[src/rtl/matm_pkg.sv]
// Shared types, operation codes and arithmetic helpers for the alarm time matcher.
`default_nettype none

package matm_pkg;

    // Table size limits
    localparam int ALARM_MAX       = 8;
    localparam int ALARM_COUNT_DEF = 8;

    // Operation codes
    localparam logic [2:0] OP_SET     = 3'd0;
    localparam logic [2:0] OP_ENABLE  = 3'd1;
    localparam logic [2:0] OP_DISABLE = 3'd2;
    localparam logic [2:0] OP_SNOOZE  = 3'd3;
    localparam logic [2:0] OP_CHECK   = 3'd4;

    // Reciprocal constants: x / 60 = (x * 34953) >> 21 for x < 2^16,
    // x / 24 = (x * 2731) >> 16 for x < 2^11
    localparam logic [15:0] DIV60_MUL = 16'd34953;
    localparam logic [11:0] DIV24_MUL = 12'd2731;

    typedef struct packed {
        logic [2:0]  operation;
        logic [7:0]  alarm_index;
        logic [7:0]  alarm_hour_bcd;
        logic [7:0]  alarm_minute_bcd;
        logic [15:0] snooze_minutes;
        logic [7:0]  now_hour_bcd;
        logic [7:0]  now_minute_bcd;
    } in_item_t;

    typedef struct packed {
        logic       accepted;
        logic       fired;
        logic [2:0] fired_index;
    } out_item_t;

    // Controller to datapath
    typedef struct packed {
        logic latch;
        logic table_wr;
        logic scan_clear;
        logic scan_issue;
        logic out_load;
    } ctl_cmd_t;

    // Datapath to controller
    typedef struct packed {
        logic is_check;
        logic scan_done;
    } dp_status_t;

    // BCD byte to binary, nibbles taken at face value (max 165)
    function automatic logic [7:0] bcd_to_bin(input logic [7:0] b);
        logic [7:0] hi;
        hi = {4'b0, b[7:4]};
        return ({hi[4:0], 3'b0} + {hi[6:0], 1'b0}) + {4'b0, b[3:0]};
    endfunction

    // Binary value below 60 to two BCD digits
    function automatic logic [7:0] bin_to_bcd(input logic [5:0] v);
        logic [2:0] tens;
        logic [5:0] ones;
        if (v >= 6'd50) begin
            tens = 3'd5;
            ones = v - 6'd50;
        end else if (v >= 6'd40) begin
            tens = 3'd4;
            ones = v - 6'd40;
        end else if (v >= 6'd30) begin
            tens = 3'd3;
            ones = v - 6'd30;
        end else if (v >= 6'd20) begin
            tens = 3'd2;
            ones = v - 6'd20;
        end else if (v >= 6'd10) begin
            tens = 3'd1;
            ones = v - 6'd10;
        end else begin
            tens = 3'd0;
            ones = v;
        end
        return {1'b0, tens, ones[3:0]};
    endfunction

endpackage

`default_nettype wire

[src/rtl/matm_in_if.sv]
// Valid/ready channel carrying one request item.
`default_nettype none

interface matm_in_if import matm_pkg::*; ();
    logic     valid;
    logic     ready;
    in_item_t data;

    modport source (output valid, output data, input ready);
    modport sink (input valid, input data, output ready);
endinterface

`default_nettype wire

[src/rtl/matm_out_if.sv]
// Valid/ready channel carrying one result item.
`default_nettype none

interface matm_out_if import matm_pkg::*; ();
    logic      valid;
    logic      ready;
    out_item_t data;

    modport source (output valid, output data, input ready);
    modport sink (input valid, input data, output ready);
endinterface

`default_nettype wire

[src/rtl/matm_ctrl.sv]
// Controller: sequences item decode, table writes, the alarm scan and result hand-off.
`default_nettype none

module matm_ctrl import matm_pkg::*; #(
    parameter int ALARM_COUNT = ALARM_COUNT_DEF
) (
    input  wire logic                clk,
    input  wire logic                rst_n,
    input  wire logic                in_valid,
    output logic                     in_ready,
    output logic                     out_valid,
    input  wire logic                out_ready,
    input  wire dp_status_t          status,
    output ctl_cmd_t                 ctl,
    output logic [((ALARM_COUNT > 1) ? $clog2(ALARM_COUNT) : 1)-1:0] scan_idx
);

    localparam int IDX_W = (ALARM_COUNT > 1) ? $clog2(ALARM_COUNT) : 1;
    localparam logic [IDX_W-1:0] LAST_IDX = IDX_W'(ALARM_COUNT - 1);

    localparam logic [2:0] S_IDLE     = 3'd0;
    localparam logic [2:0] S_DISPATCH = 3'd1;
    localparam logic [2:0] S_SCAN     = 3'd2;
    localparam logic [2:0] S_DRAIN    = 3'd3;
    localparam logic [2:0] S_RESP     = 3'd4;

    logic [2:0]       state_reg, state_next;
    logic [IDX_W-1:0] idx_reg, idx_next;
    logic             out_valid_reg, out_valid_next;

    // Next state and commands
    always_comb
    begin
        state_next = state_reg;
        idx_next   = idx_reg;
        ctl        = '0;
        unique case (state_reg)
            S_IDLE:
            begin
                if (in_valid)
                begin
                    ctl.latch  = 1'b1;
                    state_next = S_DISPATCH;
                end
            end
            S_DISPATCH:
            begin
                if (status.is_check)
                begin
                    ctl.scan_clear = 1'b1;
                    idx_next       = '0;
                    state_next     = S_SCAN;
                end
                else
                begin
                    ctl.table_wr = 1'b1;
                    state_next   = S_RESP;
                end
            end
            S_SCAN:
            begin
                ctl.scan_issue = 1'b1;
                if (idx_reg == LAST_IDX)
                begin
                    state_next = S_DRAIN;
                end
                else
                begin
                    idx_next = idx_reg + 1'b1;
                end
            end
            S_DRAIN:
            begin
                if (status.scan_done)
                begin
                    state_next = S_RESP;
                end
            end
            S_RESP:
            begin
                if (!out_valid_reg || out_ready)
                begin
                    ctl.out_load = 1'b1;
                    state_next   = S_IDLE;
                end
            end
            default:
            begin
                state_next = S_IDLE;
            end
        endcase
    end

    // Output slot occupancy
    always_comb
    begin
        if (ctl.out_load)
        begin
            out_valid_next = 1'b1;
        end
        else if (out_ready)
        begin
            out_valid_next = 1'b0;
        end
        else
        begin
            out_valid_next = out_valid_reg;
        end
    end

    always_ff @(posedge clk or negedge rst_n)
    begin
        if (!rst_n)
        begin
            state_reg     <= S_IDLE;
            idx_reg       <= '0;
            out_valid_reg <= 1'b0;
        end
        else
        begin
            state_reg     <= state_next;
            idx_reg       <= idx_next;
            out_valid_reg <= out_valid_next;
        end
    end

    assign in_ready  = (state_reg == S_IDLE);
    assign out_valid = out_valid_reg;
    assign scan_idx  = idx_reg;

`ifndef SYNTHESIS
    // A waiting result is never overwritten
    a_no_overwrite: assert property (@(posedge clk) disable iff (!rst_n)
        ctl.out_load |-> (!out_valid_reg || out_ready))
        else $error("result loaded over a pending result");

    // The last scan result moves the controller to the response state
    a_drain_to_resp: assert property (@(posedge clk) disable iff (!rst_n)
        (state_reg == S_DRAIN && status.scan_done) |=> (state_reg == S_RESP))
        else $error("scan completion missed");
`endif

endmodule

`default_nettype wire

[src/rtl/matm_dp.sv]
// Datapath: alarm table, snooze offset pipeline, match collection and result register.
`default_nettype none

module matm_dp import matm_pkg::*; #(
    parameter int ALARM_COUNT = ALARM_COUNT_DEF
) (
    input  wire logic        clk,
    input  wire logic        rst_n,
    input  wire in_item_t    in_item,
    input  wire ctl_cmd_t    ctl,
    input  wire logic [((ALARM_COUNT > 1) ? $clog2(ALARM_COUNT) : 1)-1:0] scan_idx,
    output dp_status_t       status,
    output out_item_t        out_item
);

    localparam int IDX_W = (ALARM_COUNT > 1) ? $clog2(ALARM_COUNT) : 1;
    localparam logic [IDX_W-1:0] LAST_IDX = IDX_W'(ALARM_COUNT - 1);

    // Latched request item
    in_item_t item_reg;

    always_ff @(posedge clk)
    begin
        if (ctl.latch)
        begin
            item_reg <= in_item;
        end
    end

    logic             idx_ok;
    logic             is_table_op;
    logic [IDX_W-1:0] wr_idx;

    assign idx_ok      = (item_reg.alarm_index < 8'(ALARM_COUNT));
    assign is_table_op = (item_reg.operation <= OP_SNOOZE);
    assign wr_idx      = item_reg.alarm_index[IDX_W-1:0];

    // Alarm table
    logic [7:0]  hour_reg  [ALARM_COUNT];
    logic [7:0]  min_reg   [ALARM_COUNT];
    logic [15:0] snz_reg   [ALARM_COUNT];
    logic        armed_reg [ALARM_COUNT];

    always_ff @(posedge clk or negedge rst_n)
    begin
        if (!rst_n)
        begin
            for (int k = 0; k < ALARM_COUNT; k++)
            begin
                hour_reg[k]  <= '0;
                min_reg[k]   <= '0;
                snz_reg[k]   <= '0;
                armed_reg[k] <= 1'b0;
            end
        end
        else if (ctl.table_wr && idx_ok)
        begin
            unique case (item_reg.operation)
                OP_SET:
                begin
                    hour_reg[wr_idx]  <= item_reg.alarm_hour_bcd;
                    min_reg[wr_idx]   <= item_reg.alarm_minute_bcd;
                    snz_reg[wr_idx]   <= '0;
                    armed_reg[wr_idx] <= 1'b1;
                end
                OP_ENABLE:
                begin
                    snz_reg[wr_idx]   <= '0;
                    armed_reg[wr_idx] <= 1'b1;
                end
                OP_DISABLE:
                begin
                    snz_reg[wr_idx]   <= '0;
                    armed_reg[wr_idx] <= 1'b0;
                end
                OP_SNOOZE:
                begin
                    snz_reg[wr_idx] <= item_reg.snooze_minutes;
                end
                default:
                begin
                end
            endcase
        end
    end

    // Stage valids
    logic s1_v_reg, s2_v_reg, s3_v_reg, s4_v_reg;

    always_ff @(posedge clk or negedge rst_n)
    begin
        if (!rst_n)
        begin
            s1_v_reg <= 1'b0;
            s2_v_reg <= 1'b0;
            s3_v_reg <= 1'b0;
            s4_v_reg <= 1'b0;
        end
        else
        begin
            s1_v_reg <= ctl.scan_issue;
            s2_v_reg <= s1_v_reg;
            s3_v_reg <= s2_v_reg;
            s4_v_reg <= s3_v_reg;
        end
    end

    // Sideband carried along the pipeline
    logic [IDX_W-1:0] s1_idx_reg, s2_idx_reg, s3_idx_reg, s4_idx_reg;
    logic             s1_arm_reg, s2_arm_reg, s3_arm_reg, s4_arm_reg;
    logic             s1_zero_reg, s2_zero_reg, s3_zero_reg, s4_zero_reg;
    logic [7:0]       s1_rawh_reg, s2_rawh_reg, s3_rawh_reg, s4_rawh_reg;
    logic [7:0]       s1_rawm_reg, s2_rawm_reg, s3_rawm_reg, s4_rawm_reg;

    // Stage 1: table read, BCD to binary, snooze times 1/60 product
    logic [15:0] s1_snz_reg;
    logic [31:0] s1_prod_reg;
    logic [7:0]  s1_hb_reg, s1_mb_reg;

    always_ff @(posedge clk)
    begin
        s1_idx_reg  <= scan_idx;
        s1_arm_reg  <= armed_reg[scan_idx];
        s1_zero_reg <= (snz_reg[scan_idx] == 16'd0);
        s1_rawh_reg <= hour_reg[scan_idx];
        s1_rawm_reg <= min_reg[scan_idx];
        s1_snz_reg  <= snz_reg[scan_idx];
        s1_prod_reg <= {16'b0, snz_reg[scan_idx]} * {16'b0, DIV60_MUL};
        s1_hb_reg   <= bcd_to_bin(hour_reg[scan_idx]);
        s1_mb_reg   <= bcd_to_bin(min_reg[scan_idx]);
    end

    // Stage 2: quotient and remainder by 60, add stored time
    logic [10:0] s2_q;
    logic [16:0] s2_q60;
    logic [16:0] s2_rem;
    logic [7:0]  s2_m_next;
    logic [10:0] s2_h_next;
    logic [7:0]  s2_m_reg;
    logic [10:0] s2_h_reg;

    assign s2_q      = s1_prod_reg[31:21];
    assign s2_q60    = {s2_q, 6'b0} - {4'b0, s2_q, 2'b0};
    assign s2_rem    = {1'b0, s1_snz_reg} - s2_q60;
    assign s2_m_next = {2'b0, s2_rem[5:0]} + s1_mb_reg;
    assign s2_h_next = s2_q + {3'b0, s1_hb_reg};

    always_ff @(posedge clk)
    begin
        s2_idx_reg  <= s1_idx_reg;
        s2_arm_reg  <= s1_arm_reg;
        s2_zero_reg <= s1_zero_reg;
        s2_rawh_reg <= s1_rawh_reg;
        s2_rawm_reg <= s1_rawm_reg;
        s2_m_reg    <= s2_m_next;
        s2_h_reg    <= s2_h_next;
    end

    // Stage 3: wrap minutes at 60, carry into hours
    logic [7:0]  s3_m_wide;
    logic [1:0]  s3_carry;
    logic [5:0]  s3_m_reg;
    logic [10:0] s3_h_reg;

    always_comb
    begin
        if (s2_m_reg >= 8'd180)
        begin
            s3_m_wide = s2_m_reg - 8'd180;
            s3_carry  = 2'd3;
        end
        else if (s2_m_reg >= 8'd120)
        begin
            s3_m_wide = s2_m_reg - 8'd120;
            s3_carry  = 2'd2;
        end
        else if (s2_m_reg >= 8'd60)
        begin
            s3_m_wide = s2_m_reg - 8'd60;
            s3_carry  = 2'd1;
        end
        else
        begin
            s3_m_wide = s2_m_reg;
            s3_carry  = 2'd0;
        end
    end

    always_ff @(posedge clk)
    begin
        s3_idx_reg  <= s2_idx_reg;
        s3_arm_reg  <= s2_arm_reg;
        s3_zero_reg <= s2_zero_reg;
        s3_rawh_reg <= s2_rawh_reg;
        s3_rawm_reg <= s2_rawm_reg;
        s3_m_reg    <= s3_m_wide[5:0];
        s3_h_reg    <= s2_h_reg + {9'b0, s3_carry};
    end

    // Stage 4: hours times 1/24 product
    logic [22:0] s4_prod_reg;
    logic [10:0] s4_h_reg;
    logic [5:0]  s4_m_reg;

    always_ff @(posedge clk)
    begin
        s4_idx_reg  <= s3_idx_reg;
        s4_arm_reg  <= s3_arm_reg;
        s4_zero_reg <= s3_zero_reg;
        s4_rawh_reg <= s3_rawh_reg;
        s4_rawm_reg <= s3_rawm_reg;
        s4_prod_reg <= {12'b0, s3_h_reg} * {11'b0, DIV24_MUL};
        s4_h_reg    <= s3_h_reg;
        s4_m_reg    <= s3_m_reg;
    end

    // Hour modulo 24, back to BCD, compare against the current time
    logic [5:0]  s4_hq;
    logic [10:0] s4_hq24;
    logic [10:0] s4_hr;
    logic [7:0]  eff_h, eff_m;
    logic        match;

    assign s4_hq   = s4_prod_reg[21:16];
    assign s4_hq24 = {1'b0, s4_hq, 4'b0} + {2'b0, s4_hq, 3'b0};
    assign s4_hr   = s4_h_reg - s4_hq24;
    assign eff_h   = s4_zero_reg ? s4_rawh_reg : bin_to_bcd({1'b0, s4_hr[4:0]});
    assign eff_m   = s4_zero_reg ? s4_rawm_reg : bin_to_bcd(s4_m_reg);
    assign match   = s4_v_reg && s4_arm_reg
                     && (eff_h == item_reg.now_hour_bcd)
                     && (eff_m == item_reg.now_minute_bcd);

    // Match collection
    logic [ALARM_COUNT-1:0] hit_reg;

    always_ff @(posedge clk or negedge rst_n)
    begin
        if (!rst_n)
        begin
            hit_reg <= '0;
        end
        else if (ctl.scan_clear)
        begin
            hit_reg <= '0;
        end
        else if (match)
        begin
            hit_reg[s4_idx_reg] <= 1'b1;
        end
    end

    assign status.is_check  = (item_reg.operation == OP_CHECK);
    assign status.scan_done = s4_v_reg && (s4_idx_reg == LAST_IDX);

    // Lowest matching alarm
    logic [2:0] low_idx;

    always_comb
    begin
        low_idx = 3'd0;
        for (int k = ALARM_COUNT - 1; k >= 0; k--)
        begin
            if (hit_reg[k])
            begin
                low_idx = 3'(k);
            end
        end
    end

    // Result register
    out_item_t out_next;
    out_item_t out_reg;

    always_comb
    begin
        out_next = '0;
        case (item_reg.operation) inside
            OP_SET, OP_ENABLE, OP_DISABLE, OP_SNOOZE:
            begin
                out_next.accepted = idx_ok;
            end
            OP_CHECK:
            begin
                out_next.fired       = |hit_reg;
                out_next.fired_index = low_idx;
            end
            default:
            begin
            end
        endcase
    end

    always_ff @(posedge clk)
    begin
        if (ctl.out_load)
        begin
            out_reg <= out_next;
        end
    end

    assign out_item = out_reg;

`ifndef SYNTHESIS
    // Table writes never overlap an in-flight scan
    a_wr_not_in_scan: assert property (@(posedge clk) disable iff (!rst_n)
        ctl.table_wr |-> !(s1_v_reg || s2_v_reg || s3_v_reg || s4_v_reg))
        else $error("table write during scan");

    // A check result is taken only once the pipeline has drained
    a_load_after_drain: assert property (@(posedge clk) disable iff (!rst_n)
        (ctl.out_load && is_table_op == 1'b0)
            |-> !(s1_v_reg || s2_v_reg || s3_v_reg || s4_v_reg))
        else $error("result loaded with scan in flight");
`endif

endmodule

`default_nettype wire

[src/rtl/multi_alarm_time_matcher.sv]
// Top level of the multi-alarm time matcher: controller, datapath and channel wiring.
//
// Holds ALARM_COUNT alarms (BCD hour and minute, snooze offset, armed flag). One request
// item is handled at a time and gives one result item. A table operation (set, enable,
// disable, snooze) writes the table, then loads its result once the output register is
// free; unused operation codes take the same path. A check scans the table one alarm per
// cycle through a four-stage offset pipeline (divide by 60, minute wrap, divide by 24,
// BCD compare) and loads its result likewise once the last alarm leaves the pipeline.
// A new item is accepted as soon as the block is back in idle, even while the previous
// result still waits in the output register. The table resets to all alarms disarmed.
`default_nettype none

module multi_alarm_time_matcher import matm_pkg::*; #(
    parameter int ALARM_COUNT = ALARM_COUNT_DEF
) (
    input  wire logic  clk,
    input  wire logic  rst_n,
    matm_in_if.sink    cmd,
    matm_out_if.source rsp
);

    localparam int IDX_W = (ALARM_COUNT > 1) ? $clog2(ALARM_COUNT) : 1;

    ctl_cmd_t         ctl;
    dp_status_t       status;
    logic [IDX_W-1:0] scan_idx;
    logic             in_ready;
    logic             out_valid;
    out_item_t        out_item;

    matm_ctrl #(
        .ALARM_COUNT (ALARM_COUNT)
    ) u_ctrl (
        .clk       (clk),
        .rst_n     (rst_n),
        .in_valid  (cmd.valid),
        .in_ready  (in_ready),
        .out_valid (out_valid),
        .out_ready (rsp.ready),
        .status    (status),
        .ctl       (ctl),
        .scan_idx  (scan_idx)
    );

    matm_dp #(
        .ALARM_COUNT (ALARM_COUNT)
    ) u_dp (
        .clk      (clk),
        .rst_n    (rst_n),
        .in_item  (cmd.data),
        .ctl      (ctl),
        .scan_idx (scan_idx),
        .status   (status),
        .out_item (out_item)
    );

    assign cmd.ready = in_ready;
    assign rsp.valid = out_valid;
    assign rsp.data  = out_item;

endmodule

`default_nettype wire
[src/flat_wrapper.sv]
// flat-port wrapper written by rule: the top's interface ports become plain ports
module multi_alarm_time_matcher_flat import matm_pkg::*;
#(
    parameter int ALARM_COUNT = ALARM_COUNT_DEF
)
  (clk, rst_n, cmd_valid, cmd_data, cmd_ready, rsp_valid, rsp_data, rsp_ready);
  matm_in_if cmd_i ();
  matm_out_if rsp_i ();
  input  wire logic clk;
  input  wire logic rst_n;
  input wire logic [$bits(cmd_i.valid)-1:0] cmd_valid;
  input wire logic [$bits(cmd_i.data)-1:0] cmd_data;
  output wire logic [$bits(cmd_i.ready)-1:0] cmd_ready;
  output wire logic [$bits(rsp_i.valid)-1:0] rsp_valid;
  output wire logic [$bits(rsp_i.data)-1:0] rsp_data;
  input wire logic [$bits(rsp_i.ready)-1:0] rsp_ready;
  assign cmd_i.valid = cmd_valid;
  assign cmd_i.data = cmd_data;
  assign cmd_ready = cmd_i.ready;
  assign rsp_valid = rsp_i.valid;
  assign rsp_data = rsp_i.data;
  assign rsp_i.ready = rsp_ready;
  multi_alarm_time_matcher #(.ALARM_COUNT(ALARM_COUNT)) u_core (.clk(clk), .rst_n(rst_n), .cmd(cmd_i), .rsp(rsp_i));
endmodule
[config.mk]
export PLATFORM = sky130hd
export DESIGN_NAME = multi_alarm_time_matcher_flat
export DESIGN_NICKNAME = d
export VERILOG_FILES = /design/src/rtl/matm_pkg.sv /design/src/rtl/matm_in_if.sv /design/src/rtl/matm_out_if.sv /design/src/rtl/matm_ctrl.sv /design/src/rtl/matm_dp.sv /design/src/rtl/multi_alarm_time_matcher.sv /design/src/flat_wrapper.sv
export SDC_FILE = /design/constraint.sdc
export NUM_CORES = 1
export LEC_CHECK = 0
export ABC_AREA = 1
export BUFFER_PORTS_ARGS = -buffer_cell sky130_fd_sc_hd__buf_2
export CAP_MARGIN = 20
export CORE_MARGIN = 4
export CORE_UTILIZATION = 50
export DETAILED_ROUTE_END_ITERATION = 16
export PLACE_DENSITY = 0.64
export SYNTH_ARGS = -nofsm -noshare
export SYNTH_HDL_FRONTEND = slang
export SYNTH_HIERARCHICAL = 1
export SYNTH_SLANG_ARGS = --single-unit
[constraint.sdc]
create_clock -name clk -period 6.6 [get_ports clk]
set_input_delay 1.98 -clock clk [delete_from_list [all_inputs] [get_ports clk]]
set_output_delay 1.98 -clock clk [all_outputs]
set_load 0.01 [all_outputs]
Yosys cells after proc, flatten, opt, wreduce, memory -nomap -nowiden. Index checks and enable logic that the tools add are counted.

Register bits: 550. Input port bits: 63. Output and inout bits: 7. Word-level logic and storage cells: 267.

Add/subtract/negate cells: 25. Multiply operators: 2. Magnitude comparators: 19. Equality and inequality tests: 18. Muxes and demuxes: 81. Bitwise operators: 9. Reductions and logical operators: 30.

Operator list (number): 128-bit one-hot mux with 2 select lines (1); 128-bit bitwise AND (1); 128-bit bitwise mux (1); 64-bit bitwise mux (2); 128-bit inverter (1); 8-bit 2-to-1 mux (9); 16-bit binary-select mux with 3-bit select (1); 8-bit binary-select mux with 3-bit select (2); 16-bit demux with 3-bit select (1); 16-bit 2-to-1 mux (3); 3-bit 2-to-1 mux (15); 4-bit 2-to-1 mux (10); 16-bit by 16-bit multiplier with 32-bit output (second input constant) (1); 8-bit demux with 3-bit select (1); 4-bit subtractor (second input constant) (6); 11-bit by 12-bit multiplier with 18-bit output (second input constant) (1); 2-bit 2-to-1 mux (9); 6-bit 2-to-1 mux (3); 6-bit subtractor (second input constant) (3); 1-bit 2-to-1 mux (17); 7-bit by 5-bit adder with 8-bit output (2); 8-bit by 4-bit adder with 8-bit output (2); 8-bit equality test (2); 16-bit zero test (1); other kinds (55) (89).

Longest topological paths before layout.
Depth after elaboration: 14. Depth in mapped cells: 27. Depth with buffers taken out: 26.

By module. The synthesis kept the hierarchy.

By module, submodules not included: matm_dp (times used 1, cells each 2743, area each 25104.1 um^2, sequential area each 12111.6 um^2); matm_ctrl (times used 1, cells each 57, area each 429.2 um^2, sequential area each 175.2 um^2).

Worst setup path after synthesis. No wires, ideal clock.

Path kind: input to register. Start point: input cmd_valid. End point: register u_core/u_dp/item_reg[0] in the netlist's numbering (enable). Library setup time: 0.548 ns. Data arrival time: 6.033 ns. Data required time: 6.052 ns. Slack: 0.019 ns. Stages on the path: 2. Path buffers: 0. Cells stage by stage: inv_1 > nor3_1.

RTL lines: start: declaration (RTL line flat_wrapper.sv:11) `input wire logic [$bits(cmd_i.valid)-1:0] cmd_valid;`; end signal: assignment (RTL line matm_dp.sv:26) `item_reg <= in_item;`; end: declaration (RTL line matm_dp.sv:20) `in_item_t item_reg;`.

Final worst setup path.
Start point: register u_core.u_ctrl.idx_reg[0] (netlist: u_core/u_ctrl/scan_idx[0]). End point: register u_core.u_dp.s1_prod_reg[30].

Cells in the longest elaborated chain, start to end: 5.

Ends and longest elaborated chain: start: declaration (RTL line matm_ctrl.sv:28) `logic [IDX_W-1:0] idx_reg, idx_next;`; start signal: assignment (RTL line matm_ctrl.sv:122) `idx_reg <= idx_next;`; 3-bit inverter with 4-bit output (not written as such) (RTL line matm_dp.sv:128) `s1_prod_reg <= {16'b0, snz_reg[scan_idx]} * {16'b0, DIV60_MUL};`; 16-bit binary-select mux with 3-bit select (RTL line matm_dp.sv:128); 16-bit 2-to-1 mux (not written as such) (2 in series) (RTL line matm_dp.sv:128); 16-bit by 16-bit multiplier with 32-bit output (RTL line matm_dp.sv:128); end signal: assignment (RTL line matm_dp.sv:128); end: declaration (RTL line matm_dp.sv:117) `logic [31:0] s1_prod_reg;`.

Every way passes these cells. The select of a mux whose other input is x is not followed. A chain may end at the register's enable or synchronous reset.

==> results summary <==
The clock sink count is 511. In this run the clock root is driven by a sky130_fd_sc_hd__clkbuf_16. The worst setup path category is reg2reg.

The number of input and output port buffers inserted came out at 69. The later pin in the worst-skew pair is clocked with a latency of 0.62 ns. After synthesis, the largest family of logic cells by area is compound AO/OA/AOI/OAI gates. The worst-path maximum fanout came out at 48. The die covers 54700 µm². The height of the chip is 234 µm. The post-layout utilization of the core is 56.3%. The async set-or-reset flop fraction in the synthesized netlist is 55.4%. Once the floorplan was initialized, standard cells occupied 50.8% of the core. Detailed placement finished with a half-perimeter wire length of 38900 µm. The flow ran to the end, and the final reports show no timing, DRC or antenna violations. The buffer levels on the longest clock path came out at 3. The top achievable clock speed came out at 0.171 GHz. Of all cell types, the one taking the most synthesized area is sky130_fd_sc_hd__dfrtp_1. The final cell count without fillers is 3554. The count of routing violations after the opening detailed-route iteration came out at 1331. The internal power consumption came out at 4.96 mW. The post-placement cell count came out at 3452. The total number of yosys warnings is 6. The post-CTS resize count is 0. The final hold violation count is 0. The standard cell core area is 50300 µm².

Summing the areas of all compound-gate instances in the mapped netlist gives 14.7% of the synthesized area. The measured slew at the worst slew-check pin is 0.973 ns. The synthesized netlist devotes 14.6% of its cell area to adder and majority cells.

The static leakage came out at 13.8 nW. The total inserted antenna cells is 0. The number of instances in the synthesized netlist is 2800. The netlist uses 55 different library cells. Sequential cells burn 50.8% of the power. The average via count per standard cell came out at 5.35. Synthesis inferred 511 register bits. Across the run, the number of max-cap violations was 0. After floorplanning, the core was divided into 82 placement rows.

Once detail routing completed, the nets flagged for antenna violations numbered 0. Sorting the synthesized cells by area gives the leading types as sky130_fd_sc_hd__dfrtp_1 28%, sky130_fd_sc_hd__dfxtp_1 13%, sky130_fd_sc_hd__ha_1 10%, sky130_fd_sc_hd__edfxtp_1 7.5%, sky130_fd_sc_hd__nand2_1 6.2%. By count the netlist is led by 425 x sky130_fd_sc_hd__nand2_1, 326 x sky130_fd_sc_hd__inv_1, 308 x sky130_fd_sc_hd__o21ai_0, 283 x sky130_fd_sc_hd__dfrtp_1, 206 x sky130_fd_sc_hd__ha_1.

The detailed router placed 19000 vias in this run. The data required time of the critical path came out at 7.13 ns. The remaining global-route overflow is 0.

The ratio of cells with drive above 1 in the final layout is 8.64%. For the worst setup path, the data arrival time is 6.38 ns. The wire length of the first global-routing pass is 95200 µm.

The synthesized net count is 3126. The CTS tree is yes. Summed over all nets, the switching power comes to 1.29 mW.

The average wire per standard cell is 16.4 µm. The TritonCTS buffer count came out at 53. After Yosys synthesis, and, or, nand and nor cells account for 13.8% of the synthesized area.

The xor-xnor portion of the synthesized cell area came out at 1.72%. The clock transition at the registers of the reported paths came out at 0.07 ns. The die is 234 µm wide. The first-pass iteration count of the detailed router came out at 7. The final net count came out at 3163.

The post-synthesis cell area came out at 25500 µm². The count of flip-flops with a built-in enable after synthesis is 64. Multiplexer cells account for 0% of the synthesized area. The via count of the first global-routing pass was 18700.

The final number of setup-violating endpoints came out at 0. The initial antenna violation count came out at 1. The boundary pin count is 70. The hold buffer count at cts came out at 0.

The share of Yosys cell area claimed by the top area cell type came out at 27.7%. The part of the cycle the worst path needs is 88.7%. Among all cell types in the netlist, the one instantiated most often is sky130_fd_sc_hd__nand2_1. The tightest min-delay check is of the reg2reg type.

The worst setup path is captured at a flop. The total setup buffers inserted after CTS came out at 0. The normalized max-slew margin is 34.4%. In this run the power density over the cells is 221 nW/µm². For this block, the routed nets add up to 58200 µm of wire. The hold slack is 0.312 ns. Combinational logic burns 0.9% of the power. The final setup skew came out at 0.0425 ns.

The post-layout minimum cycle time is 5.85 ns. The peak ir drop on the vdd network is 220 µV. The average instance in the mapped netlist occupies 9.12 µm². The post-synthesis sequential area ratio is 48.1%. The depth of the CTS H-tree is 2. The switching share of power came out at 20.7%. The register with the most flip-flops in the layout has 128 of them.

In the synthesized netlist the dominant register cell turns out to be sky130_fd_sc_hd__dfrtp_1. Adding up every negative setup slack in the final design gives 0 ns. The part of the total power dissipated in the clock network came out at 48.4%. Setup repair after global routing left no endpoint under its margin. The area growth from synthesis to final layout is 10.8%.

The number of slew-limit violations in the final report was 0. STA classifies the critical path startpoint as a flop. The last weighted congestion value of the routability-driven placer came out at 0.877.

In the routed design, unresolved DRC markers number 0. Entering global routing, the biggest net connects 138 pins. The overall fraction of global-route tracks in use is 21.4%.
==> worst paths after layout <==
kind,from,depth (start not counted),slack [ns],end
setup / recovery,u_core/u_ctrl/scan_idx[0],22,0.75,u_core/u_dp/s1_prod_reg[30]
hold / removal,u_core/u_dp/s3_rawh_reg[3],0,0.31,u_core/u_dp/s4_rawh_reg[3]
setup reg to reg,u_core/u_ctrl/scan_idx[0],22,0.75,u_core/u_dp/s1_prod_reg[30]
hold reg to reg,u_core/u_dp/s3_rawh_reg[3],0,0.31,u_core/u_dp/s4_rawh_reg[3]
max in group asynchronous,rst_n,2,3.79,u_core/u_dp/hour_reg[14]
min in group asynchronous,rst_n,1,1.45,u_core/u_dp/hit_reg[5]
==> cell families (layout without fill, tap and decap cells) <==
kind of cell | Yosys count | after routing
compound gates | 689 | 689
xor+xnor | 50 | 50
fa+ha+maj | 263 | 263
buf+inv | 455 | 537
flops | 511 | 511
simple gates | 832 | 832
==> per-stage QoR <==
| stage | instance area (µm²) | worst slack (ns) | total power, mW |
|---|---|---|---|
| floorplan | 25500 | 0.0185 | 3.23 |
| global placement | 26400 | 0.913 | 3.29 |
| detailed placement | 26400 | 0.824 | 3.29 |
| CTS | 28200 | 0.758 | 6.33 |
| global route | 28300 | 0.295 | 6.46 |
| finish | 28300 | 0.749 | 6.25 |
==> worst max-delay path, stage by stage (launching register included) <==
cell,delay [ns]
sky130_fd_sc_hd__dfrtp_4,0.50
sky130_fd_sc_hd__inv_2,0.55
sky130_fd_sc_hd__buf_4,0.48
sky130_fd_sc_hd__a21oi_1,0.12
sky130_fd_sc_hd__o21ai_0,0.10
sky130_fd_sc_hd__nand2_1,0.06
sky130_fd_sc_hd__o21ai_0,0.26
sky130_fd_sc_hd__inv_1,0.13
sky130_fd_sc_hd__ha_1,0.34
sky130_fd_sc_hd__ha_1,0.32
sky130_fd_sc_hd__inv_1,0.06
sky130_fd_sc_hd__fa_1,0.46
sky130_fd_sc_hd__fa_1,0.49
sky130_fd_sc_hd__inv_1,0.04
sky130_fd_sc_hd__ha_1,0.29
sky130_fd_sc_hd__ha_1,0.34
sky130_fd_sc_hd__nand2_1,0.10
sky130_fd_sc_hd__nor3_1,0.24
sky130_fd_sc_hd__nand2_1,0.07
sky130_fd_sc_hd__o21ai_0,0.38
sky130_fd_sc_hd__nand2_1,0.10
sky130_fd_sc_hd__o211ai_1,0.12
sky130_fd_sc_hd__xor2_1,0.17
==> cell usage in the layout, fill, tap and decap left out, drive strengths merged, types with 29 or more instances in the layout <==
cell,count
o21ai,418
edfxtp,64
xor2,34
ha,206
fa,57
o31ai,36
a21oi,153
a31oi,29
buf,101
nand3,137
dfrtp,283
nor2,207
clkbuf,80
dfxtp,164
nand2,431
inv,337
==> layout make-up <==
type | count | area [µm²]
clock buffers | 80 | 1570
inverters | 336 | 1260
well taps | 672 | 841
repair buffers | 101 | 648
clock inverters | 20 | 221
fillers | 4563 | 22000
multi-input cells | 1834 | 11400
flip-flops and latches | 511 | 12300
==> per-layer routing <==
metal	track usage, %	up-vias	share of wire, %
met5	0	-	0
met4	6.03	0	2.2
met3	2.98	96	5.1
met2	34.9	477	46
met1	30.3	9043	47
li1	-	9404	-
==> power groups by stage <==
stage / sequential, mW / clock, mW / combinational [mW]
5_1_grt: 3.17 / 3.23 / 0.0631
2_1_floorplan: 3.23 / 0 / 0.000185
3_3_place_gp: 3.23 / 0 / 0.0553
3_5_place_dp: 3.23 / 0 / 0.0563
6_report: 3.17 / 3.02 / 0.0533
4_1_cts: 3.17 / 3.10 / 0.0567
Power figures use the tool's default switching activity.
